<file path="config.mk">
export PLATFORM = sky130hd
export DESIGN_NAME = sha256_block_compress_top_flat
export DESIGN_NICKNAME = d
export VERILOG_FILES = /design/src/design/sha256c_pkg.sv /design/src/design/sha256c_if.sv /design/src/design/sha256c_sched.sv /design/src/design/sha256c_core.sv /design/src/design/sha256c_ctrl.sv /design/src/design/sha256_block_compress_top.sv /design/src/flat_wrapper.sv
export SDC_FILE = /design/constraint.sdc
export NUM_CORES = 2
export LEC_CHECK = 0
export ABC_AREA = 1
export BUFFER_PORTS_ARGS = -buffer_cell sky130_fd_sc_hd__clkbuf_2
export CAP_MARGIN = 20
export CORE_MARGIN = 2
export CORE_UTILIZATION = 30
export CTS_CLUSTER_SIZE = 10
export DETAILED_ROUTE_END_ITERATION = 12
export GPL_ROUTABILITY_DRIVEN = 0
export SYNTH_ARGS = -nofsm -noshare
export SYNTH_HDL_FRONTEND = slang
export SYNTH_SLANG_ARGS = --single-unit
</file>
<file path="constraint.sdc">
create_clock -name clk -period 48 [get_ports clk]
set_clock_uncertainty 0.15 [all_clocks]
set_input_delay 7.2 -clock clk [delete_from_list [all_inputs] [get_ports clk]]
set_output_delay 7.2 -clock clk [all_outputs]
set_load 0.1 [all_outputs]
</file>
<file path="src/design/sha256c_pkg.sv">
// Package with shared types, constants and round functions of the SHA-256 compression engine.
package sha256c_pkg;

  localparam int WordW   = 32;
  localparam int ChainN  = 8;
  localparam int BlockN  = 16;
  localparam int Rounds  = 64;
  localparam int CountW  = 64;
  localparam int CfgIdxW = 4;
  localparam int BlockBytes = BlockN * WordW / 8;

  typedef logic [WordW-1:0]            word_t;
  typedef word_t [ChainN-1:0]          chain_t;
  typedef logic [$clog2(Rounds)-1:0]   round_idx_t;
  typedef logic [$clog2(ChainN)-1:0]   word_idx_t;
  typedef logic [$clog2(BlockN)-1:0]   word_pos_t;
  typedef logic [CountW-1:0]           count_t;
  typedef logic [CfgIdxW-1:0]          cfg_idx_t;

  localparam logic ReqWord    = 1'b0;
  localparam logic ReqRestart = 1'b1;

  // Element 0 is the rightmost entry of the packed literal.
  localparam chain_t InitReset = '{
    32'h5be0cd19, 32'h1f83d9ab, 32'h9b05688c, 32'h510e527f,
    32'ha54ff53a, 32'h3c6ef372, 32'hbb67ae85, 32'h6a09e667
  };

  localparam word_t RoundK [Rounds] = '{
    32'h428a2f98, 32'h71374491, 32'hb5c0fbcf, 32'he9b5dba5,
    32'h3956c25b, 32'h59f111f1, 32'h923f82a4, 32'hab1c5ed5,
    32'hd807aa98, 32'h12835b01, 32'h243185be, 32'h550c7dc3,
    32'h72be5d74, 32'h80deb1fe, 32'h9bdc06a7, 32'hc19bf174,
    32'he49b69c1, 32'hefbe4786, 32'h0fc19dc6, 32'h240ca1cc,
    32'h2de92c6f, 32'h4a7484aa, 32'h5cb0a9dc, 32'h76f988da,
    32'h983e5152, 32'ha831c66d, 32'hb00327c8, 32'hbf597fc7,
    32'hc6e00bf3, 32'hd5a79147, 32'h06ca6351, 32'h14292967,
    32'h27b70a85, 32'h2e1b2138, 32'h4d2c6dfc, 32'h53380d13,
    32'h650a7354, 32'h766a0abb, 32'h81c2c92e, 32'h92722c85,
    32'ha2bfe8a1, 32'ha81a664b, 32'hc24b8b70, 32'hc76c51a3,
    32'hd192e819, 32'hd6990624, 32'hf40e3585, 32'h106aa070,
    32'h19a4c116, 32'h1e376c08, 32'h2748774c, 32'h34b0bcb5,
    32'h391c0cb3, 32'h4ed8aa4a, 32'h5b9cca4f, 32'h682e6ff3,
    32'h748f82ee, 32'h78a5636f, 32'h84c87814, 32'h8cc70208,
    32'h90befffa, 32'ha4506ceb, 32'hbef9a3f7, 32'hc67178f2
  };

  typedef struct packed {
    logic load_init;
    logic load_work;
    logic round_en;
    logic final_add;
  } core_ctl_t;

  function automatic word_t big_sigma0(input word_t x);
    return {x[1:0], x[31:2]} ^ {x[12:0], x[31:13]} ^ {x[21:0], x[31:22]};
  endfunction

  function automatic word_t big_sigma1(input word_t x);
    return {x[5:0], x[31:6]} ^ {x[10:0], x[31:11]} ^ {x[24:0], x[31:25]};
  endfunction

  function automatic word_t small_sigma0(input word_t x);
    return {x[6:0], x[31:7]} ^ {x[17:0], x[31:18]} ^ {3'b000, x[31:3]};
  endfunction

  function automatic word_t small_sigma1(input word_t x);
    return {x[16:0], x[31:17]} ^ {x[18:0], x[31:19]} ^ {10'b0, x[31:10]};
  endfunction

endpackage

</file>
<file path="src/design/sha256c_if.sv">
// Channel interfaces for message input, digest output and configuration writes.
interface sha256c_in_if;
  import sha256c_pkg::*;
  logic  valid;
  logic  ready;
  logic  req_type;
  word_t msg_word;
  modport source(output valid, req_type, msg_word, input ready);
  modport sink(input valid, req_type, msg_word, output ready);
endinterface

interface sha256c_out_if;
  import sha256c_pkg::*;
  logic      valid;
  logic      ready;
  word_t     digest_word;
  word_idx_t word_index;
  logic      last;
  count_t    bytes_done;
  modport source(output valid, digest_word, word_index, last, bytes_done, input ready);
  modport sink(input valid, digest_word, word_index, last, bytes_done, output ready);
endinterface

interface sha256c_cfg_if;
  import sha256c_pkg::*;
  logic     valid;
  logic     ready;
  cfg_idx_t index;
  word_t    data;
  modport source(output valid, index, data, input ready);
  modport sink(input valid, index, data, output ready);
endinterface

</file>
<file path="src/design/sha256c_sched.sv">
// Message schedule window that collects the block and expands one word per round.
module sha256c_sched (
  input  logic               clk,
  input  logic               shift_in,
  input  logic               round_en,
  input  sha256c_pkg::word_t msg_word,
  output sha256c_pkg::word_t w_t
);
  import sha256c_pkg::*;

  word_t win [BlockN];
  word_t w_new;

  assign w_new = small_sigma1(win[14]) + win[9] + small_sigma0(win[1]) + win[0];
  assign w_t   = win[0];

  always_ff @(posedge clk) begin
    if (shift_in || round_en) begin
      for (int i = 0; i < BlockN - 1; i++) begin
        win[i] <= win[i+1];
      end
      win[BlockN-1] <= shift_in ? msg_word : w_new;
    end
  end

endmodule

</file>
<file path="src/design/sha256c_core.sv">
// Round datapath with working variables and the chaining state.
module sha256c_core (
  input  logic                   clk,
  input  logic                   rst,
  input  sha256c_pkg::core_ctl_t ctl,
  input  sha256c_pkg::chain_t    init_words,
  input  sha256c_pkg::word_t     w_t,
  input  sha256c_pkg::word_t     k_t,
  output sha256c_pkg::chain_t    chain
);
  import sha256c_pkg::*;

  chain_t work;
  word_t  t1;
  word_t  t2;
  word_t  choose;
  word_t  major;

  assign choose = (work[4] & work[5]) ^ (~work[4] & work[6]);
  assign major  = (work[0] & work[1]) ^ (work[0] & work[2]) ^ (work[1] & work[2]);
  assign t1     = work[7] + big_sigma1(work[4]) + choose + k_t + w_t;
  assign t2     = big_sigma0(work[0]) + major;

  always_ff @(posedge clk) begin
    if (ctl.load_work) begin
      work <= chain;
    end else if (ctl.round_en) begin
      work[7] <= work[6];
      work[6] <= work[5];
      work[5] <= work[4];
      work[4] <= work[3] + t1;
      work[3] <= work[2];
      work[2] <= work[1];
      work[1] <= work[0];
      work[0] <= t1 + t2;
    end
  end

  always_ff @(posedge clk) begin
    if (rst) begin
      chain <= InitReset;
    end else if (ctl.load_init) begin
      chain <= init_words;
    end else if (ctl.final_add) begin
      for (int i = 0; i < ChainN; i++) begin
        chain[i] <= chain[i] + work[i];
      end
    end
  end

endmodule

</file>
<file path="src/design/sha256c_ctrl.sv">
// Sequencer that steers word collection, the round loop and digest output.
module sha256c_ctrl (
  input  logic                    clk,
  input  logic                    rst,
  input  logic                    in_valid,
  input  logic                    in_req_type,
  input  logic                    out_ready,
  output logic                    in_ready,
  output logic                    out_valid,
  output logic                    shift_in,
  output sha256c_pkg::core_ctl_t  ctl,
  output sha256c_pkg::round_idx_t rnd,
  output sha256c_pkg::word_idx_t  oidx,
  output sha256c_pkg::count_t     bytes
);
  import sha256c_pkg::*;

  typedef enum logic [1:0] {StIdle, StRound, StFinal, StOut} state_t;

  state_t    state;
  word_pos_t wpos;
  logic      in_acc;

  assign in_ready      = (state == StIdle);
  assign out_valid     = (state == StOut);
  assign in_acc        = in_valid && in_ready;
  assign shift_in      = in_acc && (in_req_type == ReqWord);
  assign ctl.load_init = in_acc && (in_req_type == ReqRestart);
  assign ctl.load_work = shift_in && (wpos == word_pos_t'(BlockN - 1));
  assign ctl.round_en  = (state == StRound);
  assign ctl.final_add = (state == StFinal);

  always_ff @(posedge clk) begin
    if (rst) begin
      state <= StIdle;
      wpos  <= '0;
      rnd   <= '0;
      oidx  <= '0;
      bytes <= '0;
    end else begin
      unique case (state)
        StIdle: begin
          if (ctl.load_init) begin
            wpos  <= '0;
            bytes <= '0;
          end else if (shift_in) begin
            wpos <= wpos + word_pos_t'(1);
            if (ctl.load_work) begin
              rnd   <= '0;
              state <= StRound;
            end
          end
        end
        StRound: begin
          rnd <= rnd + round_idx_t'(1);
          if (rnd == round_idx_t'(Rounds - 1)) begin
            state <= StFinal;
          end
        end
        StFinal: begin
          bytes <= bytes + count_t'(BlockBytes);
          oidx  <= '0;
          state <= StOut;
        end
        StOut: begin
          if (out_ready) begin
            oidx <= oidx + word_idx_t'(1);
            if (oidx == word_idx_t'(ChainN - 1)) begin
              state <= StIdle;
            end
          end
        end
        default: state <= StIdle;
      endcase
    end
  end

endmodule

</file>
<file path="src/design/sha256_block_compress_top.sv">
// SHA-256 block compression engine: top level with configuration registers and output channel.
// Words one to fifteen of a block and restart transactions are accepted while the engine is idle.
// The sixteenth word starts the rounds on the shared round unit, then the add into the
// chaining state, then eight output transactions, one per cycle while the sink is ready.
// Synchronous reset restores the standard initial values, clears the byte count and position.
module sha256_block_compress_top (
  input logic          clk,
  input logic          rst,
  sha256c_in_if.sink   in_ch,
  sha256c_out_if.source out_ch,
  sha256c_cfg_if.sink  cfg_ch
);
  import sha256c_pkg::*;

  chain_t     init_words;
  chain_t     chain;
  core_ctl_t  ctl;
  round_idx_t rnd;
  word_idx_t  oidx;
  count_t     bytes;
  word_t      w_t;
  logic       shift_in;

  assign cfg_ch.ready = 1'b1;

  always_ff @(posedge clk) begin
    if (rst) begin
      init_words <= InitReset;
    end else if (cfg_ch.valid && (cfg_ch.index < cfg_idx_t'(ChainN))) begin
      init_words[cfg_ch.index[$clog2(ChainN)-1:0]] <= cfg_ch.data;
    end
  end

  sha256c_ctrl u_ctrl (
    .clk         (clk),
    .rst         (rst),
    .in_valid    (in_ch.valid),
    .in_req_type (in_ch.req_type),
    .out_ready   (out_ch.ready),
    .in_ready    (in_ch.ready),
    .out_valid   (out_ch.valid),
    .shift_in    (shift_in),
    .ctl         (ctl),
    .rnd         (rnd),
    .oidx        (oidx),
    .bytes       (bytes)
  );

  sha256c_sched u_sched (
    .clk      (clk),
    .shift_in (shift_in),
    .round_en (ctl.round_en),
    .msg_word (in_ch.msg_word),
    .w_t      (w_t)
  );

  sha256c_core u_core (
    .clk        (clk),
    .rst        (rst),
    .ctl        (ctl),
    .init_words (init_words),
    .w_t        (w_t),
    .k_t        (RoundK[rnd]),
    .chain      (chain)
  );

  assign out_ch.digest_word = chain[oidx];
  assign out_ch.word_index  = oidx;
  assign out_ch.last        = (oidx == word_idx_t'(ChainN - 1));
  assign out_ch.bytes_done  = bytes;

endmodule
</file>
<file path="src/flat_wrapper.sv">
// flat-port wrapper written by rule: the top's interface ports become plain ports
module sha256_block_compress_top_flat import sha256c_pkg::*;
  (clk, rst, in_ch_valid, in_ch_req_type, in_ch_msg_word, in_ch_ready, out_ch_valid, out_ch_digest_word, out_ch_word_index, out_ch_last, out_ch_bytes_done, out_ch_ready, cfg_ch_valid, cfg_ch_index, cfg_ch_data, cfg_ch_ready);
  sha256c_in_if in_ch_i ();
  sha256c_out_if out_ch_i ();
  sha256c_cfg_if cfg_ch_i ();
  input logic clk;
  input logic rst;
  input wire logic [$bits(in_ch_i.valid)-1:0] in_ch_valid;
  input wire logic [$bits(in_ch_i.req_type)-1:0] in_ch_req_type;
  input wire logic [$bits(in_ch_i.msg_word)-1:0] in_ch_msg_word;
  output wire logic [$bits(in_ch_i.ready)-1:0] in_ch_ready;
  output wire logic [$bits(out_ch_i.valid)-1:0] out_ch_valid;
  output wire logic [$bits(out_ch_i.digest_word)-1:0] out_ch_digest_word;
  output wire logic [$bits(out_ch_i.word_index)-1:0] out_ch_word_index;
  output wire logic [$bits(out_ch_i.last)-1:0] out_ch_last;
  output wire logic [$bits(out_ch_i.bytes_done)-1:0] out_ch_bytes_done;
  input wire logic [$bits(out_ch_i.ready)-1:0] out_ch_ready;
  input wire logic [$bits(cfg_ch_i.valid)-1:0] cfg_ch_valid;
  input wire logic [$bits(cfg_ch_i.index)-1:0] cfg_ch_index;
  input wire logic [$bits(cfg_ch_i.data)-1:0] cfg_ch_data;
  output wire logic [$bits(cfg_ch_i.ready)-1:0] cfg_ch_ready;
  assign in_ch_i.valid = in_ch_valid;
  assign in_ch_i.req_type = in_ch_req_type;
  assign in_ch_i.msg_word = in_ch_msg_word;
  assign in_ch_ready = in_ch_i.ready;
  assign out_ch_valid = out_ch_i.valid;
  assign out_ch_digest_word = out_ch_i.digest_word;
  assign out_ch_word_index = out_ch_i.word_index;
  assign out_ch_last = out_ch_i.last;
  assign out_ch_bytes_done = out_ch_i.bytes_done;
  assign out_ch_i.ready = out_ch_ready;
  assign cfg_ch_i.valid = cfg_ch_valid;
  assign cfg_ch_i.index = cfg_ch_index;
  assign cfg_ch_i.data = cfg_ch_data;
  assign cfg_ch_ready = cfg_ch_i.ready;
  sha256_block_compress_top u_core (.clk(clk), .rst(rst), .in_ch(in_ch_i), .out_ch(out_ch_i), .cfg_ch(cfg_ch_i));
endmodule
</file>
==> out/qor.tcl <==
set qor(coreArea_sq_um) 278700
set qor(area_growth_pct) 11.61
set qor(vias) 76890
set qor(clock.fmax_ghz) 0.08472
set qor(first_pass_iters) 9
set qor(grt_setup_unrepaired) {no}
set qor(cts-root-to-sink-buffers) 3
set qor(hold-path-endpoint) {u_core.u_sched.win[0][33]}
set qor(postSynthAreaPerCell_sq_um) 8.073
set qor(worst-endpoint-arrival_ps) 4450
set qor(io_buffers) 169
set qor(cap_viol_max_count) 0
set qor(count_of_final_max_slew_check_failures) 0
set qor(hold_depth) 0
set qor(timing.critical_path.fanout_max) 34
set qor(per_cell_routed_wire_length_um) 24.61
set qor(critPathCaptureType) {output pin}
set qor(endpoints_failing_setup) 0
set qor(post_cts_resize_count) 0
set qor(post-route-period-util) 0.2459
set qor(regToRegEndpoint) {u_core.u_core.work[27]}
set qor(grt_pass1_vias) 70220
set qor(final-hold-violation-count) 0
set qor(hold_path.class) {flip-flop to flip-flop}
set qor(timing.hold.worst.start) {u_core.u_sched.win[0][65]}
set qor(ctsRootBufferMaster) {sky130_fd_sc_hd__clkbuf_16}
set qor(ys_seq_elements) 1353
set qor(gr-usage-all-layers) 0.2378
set qor(number_of_cts_inserted_buffers) 164
set qor(worst_hold_slack_ps) 228.4
set qor(cpPeakStageDelay_ps) 610
set qor(critPathLaunchType) {flip-flop}
set qor(clk-insertion-delay-late_ps) 900
set qor(critPathTopFamily) {buffers and inverters}
set qor(wire_length_of_the_first_global_routing_pass_um) 495800
set qor(fp.dieW_um) 532.8
set qor(initial_core_utilization) 0.3010
set qor(cp.buffers_inverters) 3
set qor(n_fill_cell) 29280
set qor(ff2ff_path_depth) 35
set qor(finalWorstSetupSlack_ps) 36200
set qor(detail-route-antenna-nets) 0
set qor(cts_num_sinks) 1353
set qor(worstPathCellList) {inv_2 -> buf_4 -> o21ai_0 -> o21ai_0 -> nor2_1 -> a31oi_1 -> clkbuf_2}
set qor(criticalPathCategory) {flip-flop to output pin}
set qor(finalNonFillerCells) 14220
set qor(global_route.overflow_total) 0
set qor(synthDistinctLibCells) 69
set qor(synth-edff-count) 768
set qor(htreeDepth) 4
set qor(reg2reg_from) {u_core.u_ctrl.rnd[0]}
set qor(final_layout_size_suffix_gt1_frac) 0.05734
set qor(number_of_nets_in_the_final_layout) 11040
set qor(critical-path-top-cell-by-count) {sky130_fd_sc_hd__o21ai_0}
set qor(worst_path_max_delay_cell) {sky130_fd_sc_hd__o21ai_0}
set qor(place_ws_ps) 36570
set qor(route.detailed.drc) 0
set qor(worst_setup_hold_path_clk_slew_ps) 60
set qor(max_slew.worst_pin.slew_ps) 1265
set qor(die-area_sq_um) 283800
set qor(async_reset_ff_frac) 0
set qor(synth.yosys.warnings) 0
set qor(chipHeight_um) 532.8
set qor(drt_iter0_drc) 11020
set qor(setup-tns-final_ps) 0
set qor(r2r_setup_slack_ps) 38500
set qor(multiInputGateArea_sq_um) 43050
set qor(dp.cells) 13920
set qor(regArea_sq_um) 34780
set qor(antenna_found_initial) 16
set qor(holdBufCountCts) 0
set qor(detailedPlacementHpwl_um) 261700
set qor(finalWirelength_um) 349900
set qor(cts_tree) {yes}
set qor(largest_net_degree_at_the_start_of_global_routing) 159
set qor(netlist_instances) 10390
set qor(worst_slew_margin_rel) 0.1476
set qor(worst-endpoint-required_ps) 40650
set qor(result_of_the_run) {finished clean}
set qor(routed_via_density) 5.407
set qor(synthFlopType) {sky130_fd_sc_hd__edfxtp_1}
set qor(std_cell_rows) 194
set qor(ioPinCount) 177
set qor(cts_setup_buffers) 0
set qor(critical_path_cell_count) 7
set qor(mappedNetlistArea_sq_um) 83870
set qor(period_needed_ps) 11800
set qor(yosysSeqAreaShare) 0.4146
[state kept, by name, summed over array words and instances, names as in the netlist]
register	flops
u_core.u_ctrl.wpos	4
u_core.u_ctrl.oidx	3
u_core.u_ctrl.bytes	58
u_core.u_core.work	256
u_core.init_words	256
u_core.u_sched.win	512
u_core.u_core.chain	256
u_core.u_ctrl.rnd	6
u_core.u_ctrl.state	2
[Yosys cell counts (32+ instances only)]
cell type	count	area, sq um
sky130_fd_sc_hd__a221oi_1	111	972.2
sky130_fd_sc_hd__a21oi_1	735	3679
sky130_fd_sc_hd__nor3_1	116	580.6
sky130_fd_sc_hd__o21a_1	33	247.7
sky130_fd_sc_hd__nand4_1	121	757.0
sky130_fd_sc_hd__edfxtp_1	768	23060
sky130_fd_sc_hd__fa_1	195	3904
sky130_fd_sc_hd__nand3b_1	32	240.2
sky130_fd_sc_hd__nand2_1	2245	8427
sky130_fd_sc_hd__nand3_1	568	2843
sky130_fd_sc_hd__xor2_1	226	1979
sky130_fd_sc_hd__clkbuf_1	325	1220
sky130_fd_sc_hd__nor2_1	872	3273
sky130_fd_sc_hd__o21ai_0	942	4715
sky130_fd_sc_hd__a21o_1	52	390.4
sky130_fd_sc_hd__buf_2	60	300.3
sky130_fd_sc_hd__ha_1	400	5005
sky130_fd_sc_hd__dfxtp_1	585	11710
sky130_fd_sc_hd__o21ai_1	66	330.3
sky130_fd_sc_hd__o211ai_1	44	330.3
sky130_fd_sc_hd__xnor2_1	200	1752
sky130_fd_sc_hd__o21bai_1	52	390.4
sky130_fd_sc_hd__or2_2	43	269.0
sky130_fd_sc_hd__inv_1	1130	4242
sky130_fd_sc_hd__a31oi_1	150	938.4
[cells in the final DEF (no fill, tap or decap), types with 200 or more instances in the layout]
cell type / n
sky130_fd_sc_hd__xnor2_1: 200
sky130_fd_sc_hd__nand2_1: 2242
sky130_fd_sc_hd__inv_1: 1128
sky130_fd_sc_hd__a21oi_1: 734
sky130_fd_sc_hd__dfxtp_1: 582
sky130_fd_sc_hd__ha_1: 400
sky130_fd_sc_hd__nand3_1: 568
sky130_fd_sc_hd__o21ai_0: 942
sky130_fd_sc_hd__xor2_1: 226
sky130_fd_sc_hd__nor2_1: 863
sky130_fd_sc_hd__edfxtp_1: 768
[worst reg2reg max path, delay by kind of cell, from the launching register on]
family / cells / cell delay (ps)
adders and majority gates: 7 / 3260
and+or+nand+nor: 14 / 2110
AOI/OAI and AO/OA: 7 / 1810
buffers and inverters: 6 / 1020
xor gates and xnor gates: 1 / 480
DFF: 1 / 320
[through the flow]
step | utilization | instance area (sq um)
2_1_floorplan | - | 83890
3_3_place_gp | 0.3169 | 88320
3_5_place_dp | 0.3171 | 88350
4_1_cts | 0.3356 | 93530
5_1_grt | 0.3358 | 93580
6_report | 0.3359 | 93610
[layout make-up]
| class | instances | area share |
|---|---|---|
| antenna | 15 | 0.0004010 |
| clock buffer | 249 | 0.04876 |
| clock inverter | 32 | 0.006576 |
| inverter | 1149 | 0.04642 |
| multi-input combinational | 7444 | 0.4599 |
| sequential | 1353 | 0.3715 |
| tap | 3724 | 0.04977 |
| timing repair buffer | 254 | 0.01665 |
[routing by layer]
layer / up-vias / wire [um] / part of all wire / track usage
li1: 35030 / - / - / -
met1: 36320 / 138200 / 0.39 / 0.3099
met2: 4596 / 144900 / 0.41 / 0.3488
met3: 940 / 44130 / 0.13 / 0.07413
met4: 4 / 22740 / 0.065 / 0.1290
met5: - / 23 / 0.000066 / 0
[how the worst max path moves through the flow]
| stage | start | endpoint | slack, ps |
|---|---|---|---|
| after floorplan | in_ch_valid | u_core.u_ctrl.rnd[3] | 27310 |
| after global placement | in_ch_valid | u_core.u_core.work[35] | 36630 |
| after detailed placement | in_ch_valid | u_core.u_core.work[4] | 36570 |
| after CTS | u_core.u_ctrl.oidx[1] | out_ch_digest_word[18] | 36450 |
| after global routing | u_core.u_ctrl.oidx[0] | out_ch_digest_word[27] | 36190 |
| final | u_core.u_ctrl.oidx[1] | out_ch_digest_word[20] | 36200 |
[logic make-up after synthesis]
logic type | Yosys count | synth area share
other cells | 2 | 0.00008954
flops | 1353 | 0.4146
buf+inv | 1597 | 0.07313
compound gates | 2334 | 0.1577
simple gates | 4080 | 0.2036
xor+xnor | 426 | 0.04448
fa+ha+maj | 597 | 0.1065
Power is left out: the tool's default activity adds up to more than one toggle a clock period on the data nets, which glitch-free logic cannot reach.
